### config.mk
export PLATFORM = sky130hd
export DESIGN_NAME = ssi_cell
export DESIGN_NICKNAME = d
export VERILOG_FILES = /design/src/rtl/ssi_pkg.sv /design/src/rtl/ssi_cell.sv
export SDC_FILE = /design/constraint.sdc
export NUM_CORES = 1
export LEC_CHECK = 0
export ABC_AREA = 1
export CAP_MARGIN = 30
export CORE_MARGIN = 8
export CORE_UTILIZATION = 57
export DETAILED_ROUTE_END_ITERATION = 10
export DONT_BUFFER_PORTS = 1
export PLACE_DENSITY = 0.8
export SYNTH_ARGS = -nofsm -noshare
export SYNTH_HDL_FRONTEND = slang
export SYNTH_SLANG_ARGS = --single-unit
export TNS_END_PERCENT = 30
### constraint.sdc
create_clock -name i_clk -period 2.2 [get_ports i_clk]
set_input_delay 0.33 -clock i_clk [delete_from_list [all_inputs] [get_ports i_clk]]
set_output_delay 0.33 -clock i_clk [all_outputs]
set_load 0.03 [all_outputs]
### src/rtl/ssi_pkg.sv
`default_nettype none

package ssi_pkg;

    // key width and result field widths
    localparam int unsigned KEY_W    = 32;
    localparam int unsigned STATUS_W = 3;
    localparam int unsigned POS_W    = 6;
    localparam int unsigned COUNT_W  = 7;

    typedef logic signed [KEY_W-1:0] t_key;

    // action codes
    localparam logic ACT_INSERT = 1'b0;
    localparam logic ACT_LOOKUP = 1'b1;

    // result status codes
    typedef enum logic [STATUS_W-1:0] {
        ST_INSERTED = 3'd0,
        ST_PRESENT  = 3'd1,
        ST_FULL     = 3'd2,
        ST_FOUND    = 3'd3,
        ST_ABSENT   = 3'd4
    } t_status;

    // control from the top level to every cell
    typedef struct packed {
        logic cmp;
        logic shift;
    } t_cell_ctl;

    // what a cell hands to its upper neighbor
    typedef struct packed {
        t_key entry;
        logic lt;
    } t_cell_link;

endpackage

`default_nettype wire

### src/rtl/ssi_cell.sv
`default_nettype none

module ssi_cell (
    input  wire                 i_clk,
    input  wire                 i_rst_n,
    input  ssi_pkg::t_cell_ctl  i_ctl,
    input  ssi_pkg::t_key       i_cmp_key,
    input  ssi_pkg::t_key       i_ins_key,
    input  wire                 i_occupied,
    input  ssi_pkg::t_cell_link i_prev,
    output ssi_pkg::t_cell_link o_link,
    output logic                o_eq
);

    ssi_pkg::t_key r_entry;
    ssi_pkg::t_key n_entry;
    logic          r_lt;
    logic          r_eq;

    // compare flags, taken when an item is accepted
    always_ff @(posedge i_clk) begin
        if (!i_rst_n) begin
            r_lt <= 1'b0;
            r_eq <= 1'b0;
        end else if (i_ctl.cmp) begin
            r_lt <= i_occupied && (r_entry < i_cmp_key);
            r_eq <= i_occupied && (r_entry == i_cmp_key);
        end
    end

    // cells at and above the insert point take the key or the lower entry
    always_comb begin
        n_entry = r_entry;
        if (i_ctl.shift && !r_lt) begin
            n_entry = i_prev.lt ? i_ins_key : i_prev.entry;
        end
    end

    always_ff @(posedge i_clk) begin
        r_entry <= n_entry;
    end

    assign o_link.entry = r_entry;
    assign o_link.lt    = r_lt;
    assign o_eq         = r_eq;

endmodule

`default_nettype wire

==> summary.md, run 1 <==
| Metric | Value |
|---|---|
| Antenna Diode Count | 0 |
| Clk_skew | 0.00258 ns |
| Final Wtd Congestion | 0.715 |
| Layout cells sized above 1 | 26.2% |
| Setup TNS | 0 ns |
| Comb power frac | 23.4% |
| Switch share | 28.6% |
| First-pass GRT wire length | 7.89 mm |
| Internal power | 1.19 mW |
| Fin crit share | 80.7% |
| # port buffers | 0 |
| Vias in the first global route | 1767 |
| Crit path DAT | 1.99 ns |
| Row count | 23 |
| Sequential cell area | 1000 um2 |
| Antenna-violating nets left | 0 |
| Status | finished clean |
| Post-synth cell types | 25 |
| CTS Buf Count | 5 |
| Peak VDD IR | 0.402 mV |
| Clk network pwr share | 27.4% |
| Remaining DRCs | 0 |
| Grt ovf | 0 |
| RSZ-0062 raised after global routing | false |
| Die H | 79.9 um |
| Mapped Nets | 355 |
| Slew headroom | 72.8% |
| Post-DP HPWL | 4.42 mm |
| CP Launch Type | register |
| Synthesized flop and latch total | 34 |
| Gate Count Post-Synth | 221 |
| Longest Clk Path Bufs | 2 |
| Area growth, synth to finish | 14.8% |
| # fillers | 331 |
| Setup repair bufs after CTS | 0 |
| Sw Pwr | 0.475 mW |
| Crit. End Element | register |
| Synth Flop Type | edfxtp_1 |
| Worst hold path class | input pin to register |
| # setup viols final | 0 |
| CP required | 2.41 ns |
| DR iter-0 viols | 16 |
| Final Power | 1.67 mW |
| Drt wl/cell | 17.1 um |
| Routed vias | 1604 |
| Vias per cell | 5.31 |
| Post-CTS Hold Buffers | 0 |
| I/O pin cnt | 136 |
| Gr usage total | 15.7% |
| Starting Density | 58.6% |
| Htree depth | 2 |
| Initial antenna violation count | 0 |
| Max Freq | 563 MHz |
| Synth warn | 0 |
| Leakage | 1.28 nW |
| Clk sinks | 34 |
| Mapped Area | 2330 um2 |
| Die area | 6380 um2 |
| Slew @ Worst Pin | 0.408 ns |
| Maxcap violations | 0 |
| Final WL | 5.17 mm |
| Final nets | 385 |
| Area of the multi-input gates | 1140 um2 |
| Pre-antenna DRT Iters | 4 |
| Sequential fraction of the synthesis area | 43.0% |
| CTS clk-pin slew, worst paths | 0.07 ns |
| EDFF count, synth | 32 |
| Tmin final | 1.77 ns |
| Syn avg cell area | 10.5 um2 |
| PostCTS Resize Cnt | 0 |
| Chip width | 79.9 um |
| Core area | 3970 um2 |
| Clock root buffer | clkbuf_8 |
| Largest net degree at the start of global routing | 33 |
| CTS tree | done |
| Worst skew pair latency | 0.27 ns |
| Slew Limit Fails | 0 |
| Asr flop ratio synth | 0% |
| Pwr dens | 623 nW/um2 |
| Sequential share of power | 49.1% |
| Worst-path fanout max | 2 |
| Hold WS | 0.207 ns |
| Final Hold Viols | 0 |
| Path type of the worst setup path | register to register |
path summary, 6_finish.rpt:
check,start,to,slack (ns),cells past startpoint
worst max register to register,r_entry[5],r_lt,0.43,12
worst min-delay path,i_rst_n,r_lt,0.21,2
worst max-delay path,r_entry[5],r_lt,0.43,12
worst min register to register,o_eq,o_eq,0.62,2
synthesized netlist by cell type, types with 2 or more instances:
cell	n	area, um2
buf_2	3	15.0
nand3_2	2	20.0
nand2_1	32	120
mux2_1	11	124
ha_1	32	400
a21o_1	2	15.0
mux2_2	21	236
edfxtp_1	32	961
nor2_1	7	26.3
nand4_1	3	18.8
nor3_1	2	10.0
nand2_2	3	18.8
dfxtp_1	2	40.0
a21oi_1	15	75.1
o21ai_0	2	10.0
inv_1	43	161
per-layer routing:
| layer | share of wire (%) | wire length, um | track usage [%] |
|---|---|---|---|
| met5 | 0 | 0 | 0 |
| met4 | 1.0 | 54 | 6.00 |
| met3 | 8.2 | 426 | 5.52 |
| met2 | 55 | 2870 | 29.7 |
| met1 | 35 | 1820 | 15.0 |
placed cells by master (no fill, tap or decap), types with 3 or more instances in the layout:
master	count
nand4_1	3
inv_1	43
mux2_2	21
buf_4	28
nand2_2	3
a21oi_1	15
edfxtp_1	32
mux2_1	11
ha_1	32
clkbuf_8	6
nand2_1	32
nor2_1	6
final cells by class:
| cell class | count | area share (%) |
|---|---|---|
| clock buffers | 7 | 3.23 |
| well taps | 50 | 2.34 |
| clock inverters | 1 | 0.187 |
| repair buffers | 28 | 7.87 |
| inverters | 43 | 6.04 |
| flip-flops and latches | 34 | 37.5 |
| multi-input cells | 139 | 42.9 |
logic make-up after synthesis:
kind of cell             count (synthesis)  synth area share, %
flip-flops                              34                 43.0
adder cells (fa/ha/maj)                 32                 17.2
multiplexers                            32                 15.5
AND/OR/NAND/NOR                         52                 10.6
buffers and inverters                   48                 8.07
AO/OA/AOI/OAI                           23                 5.59
worst max-delay path, cell delays in order, from the launching register on:
cell and delay, ns:
edfxtp_1 0.54, ha_1 0.36, a21oi_1 0.15, nor2_1 0.05, nor2_1 0.08, nand2_1 0.06, nand2_1 0.05, nand2_1 0.06
nand2_2 0.07, nand2_1 0.05, nand2_1 0.07, nand3_2 0.07, a21oi_2 0.11
registers in the layout, indices dropped and copies added, names as in the netlist:
name,flops
o_eq,1
r_lt,1
r_entry,32
metrics by stage:
stage	setup slack (ns)	utilization, %	cell area (um2)	instances
6_report	0.425	67.3	2670	302
5_1_grt	0.255	67.3	2670	302
4_1_cts	0.418	67.3	2670	302
3_5_place_dp	0.441	65.0	2580	294
3_3_place_gp	0.473	65.0	2580	294
2_1_floorplan	0.0591	-	2330	221
power groups by stage:
stage	Combinational (mW)	Sequential, mW	Clock [mW]
after detailed placement	0.394	0.832	0
final	0.390	0.818	0.457
after global routing	0.436	0.824	0.488
after floorplan	0.221	0.903	0
after global placement	0.382	0.829	0
after CTS	0.397	0.819	0.470
Power figures use the tool's default switching activity.
==> run 2: changes to the inputs <==
--- a/config.mk
+++ b/config.mk
@@ -5,7 +5,7 @@
 export SDC_FILE = /design/constraint.sdc
 export NUM_CORES = 1
 export LEC_CHECK = 0
-export ABC_AREA = 1
+export ABC_AREA = 0
 export CAP_MARGIN = 30
 export CORE_MARGIN = 8
 export CORE_UTILIZATION = 57
==> constraint.sdc (replaced) <==
create_clock -name i_clk -period 1.4 [get_ports i_clk]
set_input_delay 0.21 -clock i_clk [delete_from_list [all_inputs] [get_ports i_clk]]
set_output_delay 0.21 -clock i_clk [all_outputs]
set_load 0.03 [all_outputs]
==> summary.md, run 2 <==
| Metric | Value |
|---|---|
| Failing checks | negative setup slack |
| Final Power | 2.73 mW (+64%) |
| Status | finished with violations |
| Final Wtd Congestion | 0.787 (+10%) |
| DP Cell Count | 285 (-3.1%) |
| Core area | 3880 um2 (-2.2%) |
| Path type of the worst setup path | register to register |
| Buf/Inv on CP | 0 (unchanged) |
| Post-synth cell types | 31 (+24%) |
| Synth Flop Type | edfxtp_1 |
| Worst path cell trace | ha_4 > a21oi_2 > o21ai_1 > a221o_1 > o31a_1 > or4b_1 > nand2_1 |
| Slew Limit Fails | 0 (unchanged) |
| # fillers | 274 (-17%) |
| Pwr dens | 952 nW/um2 (+53%) |
| Commonest cells in the netlist | edfxtp_1, ha_1, inv_1 |
| # setup viols final | 2 (+2) |
| Core Util, Final | 73.8% (+6.5 points) |
| Worst skew pair latency | 0.28 ns (about the same) |
| Crit path DAT | 2.30 ns (+0.31 ns) |
| Maxcap violations | 0 (unchanged) |
| Clk_skew | 0.00429 ns (+0.00171 ns) |
| Largest net degree at the start of global routing | 33 (unchanged) |
| # port buffers | 0 (unchanged) |
| Top reg by flops | r_entry |
| Slew @ Worst Pin | 0.420 ns (+0.0119 ns) |
| Clock root buffer | clkbuf_8 |
| CP required | 1.62 ns (-0.79 ns) |
| Chip width | 78.7 um (-1.4%) |
| CTS clk-pin slew, worst paths | 0.07 ns (about the same) |
| Final Hold Viols | 0 (unchanged) |
| Mapped Area | 2240 um2 (-3.6%) |
| Max reg flops | 32 (unchanged) |
| Vias per cell | 5.76 (+8.4%) |
| Cell taking the most area after synthesis | edfxtp_1 |
| Fin crit share | 148% (+67 points) |
| Antenna Diode Count | 0 (unchanged) |
| Vias in the first global route | 1950 (+10%) |
| Peak VDD IR | 0.629 mV (+57%) |
| Pre-antenna DRT Iters | 4 (unchanged) |
| Die H | 78.7 um (-1.4%) |
| Mapped Nets | 330 (-7.0%) |
| Remaining DRCs | 0 (unchanged) |
| Worst-path fanout max | 2 (unchanged) |
| CP Launch Type | register |
| Most frequent cells in the layout | buf_4, inv_1, edfxtp_1, ha_1, mux2_2 |
| Row count | 23 (unchanged) |
| Grt ovf | 0 (unchanged) |
| Synth warn | 0 (unchanged) |
| Asr flop ratio synth | 0% (unchanged) |
| Critical path's top delay family | compound AO/OA/AOI/OAI gates |
| EDFF count, synth | 32 (unchanged) |
| Largest cells by area after synthesis | edfxtp_1, ha_1, mux2_2, mux2_1, inv_1 |
| Slowest cell delay on critical path | 0.49 ns (-0.05 ns) |
| Pre-CTS setup slack | -0.713 ns (-1.15 ns) |
| Final setup margin | -0.674 ns (-1.10 ns) |
| Crit. End Element | register |
| Worst hold path class | input pin to register |
| RSZ-0062 raised after global routing | true |
| I/O pin cnt | 136 (unchanged) |
| Layout cells sized above 1 | 34.4% (+8.2 points) |
| Share of the synthesized area in the top cell type | 42.8% (+1.5 points) |
| Longest Clk Path Bufs | 2 (unchanged) |
| First-pass GRT wire length | 8.98 mm (+14%) |
| Final nets | 383 (-0.52%) |
| Clk sinks | 34 (unchanged) |
| Routed vias | 1728 (+7.7%) |
| Syn avg cell area | 11.4 um2 (+8.8%) |
| Starting Density | 57.7% (-0.82 points) |
| Htree depth | 2 (unchanged) |
| CTS tree | done |
| Final WL | 6.21 mm (+20%) |
| CTS Buf Count | 5 (unchanged) |
| Die area | 6200 um2 (-2.8%) |
| Gate Count Post-Synth | 196 (-11%) |
| Most common cell after layout, fill and taps aside | buf_4 |
| Hold WS | 0.0886 ns (-0.118 ns) |
| CP max-delay cell | or4b_1 |
| Max Freq | 482 MHz (-14%) |
| Final Non-Filler Cells | 300 (-0.66%) |
| Synthesized flop and latch total | 34 (unchanged) |
| Slew headroom | 71.8% (-1.0 points) |
| Initial antenna violation count | 0 (unchanged) |
| Post-DP HPWL | 4.89 mm (+10%) |
| Sequential fraction of the synthesis area | 44.6% (+1.6 points) |
| Gr usage total | 18.5% (+2.8 points) |
| Tmin final | 2.07 ns (+0.299 ns) |
| Leakage | 1.28 nW (about the same) |
| DR iter-0 viols | 88 (+72) |
| Drt wl/cell | 20.7 um (+21%) |
| Antenna-violating nets left | 0 (unchanged) |
| Area growth, synth to finish | 27.8% |
[run 2: cell types whose count changed in the layout (fill, tap and decap cells not counted), sizes merged, moves of 4 or more]
cell / change
nand2: -25
nand4: +4
buf: +23
inv: -11
[run 2: logic make-up after synthesis]
kind of cell / synth area share (%)
multiplexers: 16.1
AO/OA/AOI/OAI: 7.31
AND/OR/NAND/NOR: 7.81
flip-flops: 44.6
adder cells (fa/ha/maj): 17.8
buffers and inverters: 6.36
[run 2: area by class of cell]
class                           count  area (um2)  area share (%)
Timing Repair Buffer               51         399            13.9
Clock inverter                      2        8.76           0.306
Clock buffer                        6        72.6            2.53
Sequential cell                    34        1000            34.9
Multi-Input combinational cell    125        1200            41.9
Tap cell                           50        62.6            2.18
Inverter                           32         120            4.19
[run 2: final timing paths]
| kind | startpoint | to | slack (ns) | depth (start not counted) |
|---|---|---|---|---|
| hold / removal | i_rst_n | o_eq | 0.09 | 1 |
| setup reg to reg | r_entry[5] | r_lt | -0.67 | 7 |
| setup / recovery | r_entry[5] | r_lt | -0.67 | 7 |
| hold reg to reg | o_eq | o_eq | 0.63 | 2 |
[run 2: per-stage QoR]
step	setup TNS, ns	cell area, um2
final	-1.10	2870
after global routing	-1.25	2870
after CTS	-1.10	2810
after detailed placement	-1.08	2650
after global placement	-0.989	2650
after floorplan	-1.09	2260
[run 2: power breakdown]
part	internal [mW]	switching (mW)	total (mW)
registers	1.22	0.0522	1.27
clock network	0.342	0.346	0.688
logic	0.355	0.417	0.772
total	1.91	0.815	2.73
[run 2: layer usage]
layer	vias up	track usage (%)	wire length (um)
met2	89	35.4	3410
met1	819	16.5	2130
met4	0	7.22	98
met3	8	8.01	568
li1	812	-	-
met5	-	0	0
[run 2: worst register-to-register path, cell delays in order, from the launching register on]
cell and delay (ns):
edfxtp_1 0.44, ha_4 0.25, a21oi_2 0.13, o21ai_1 0.07
a221o_1 0.34, o31a_1 0.24, or4b_1 0.49, nand2_1 0.07
[run 2: what timing repair did]
action	4_1_cts	5_1_grt
pin swaps	8	7
cloned	0	0
gates resized for setup	5	4
endpoints found under the hold margin	0	0
buffers inserted	5	2
setup endpoints to repair	2	2
hold buffers	0	0
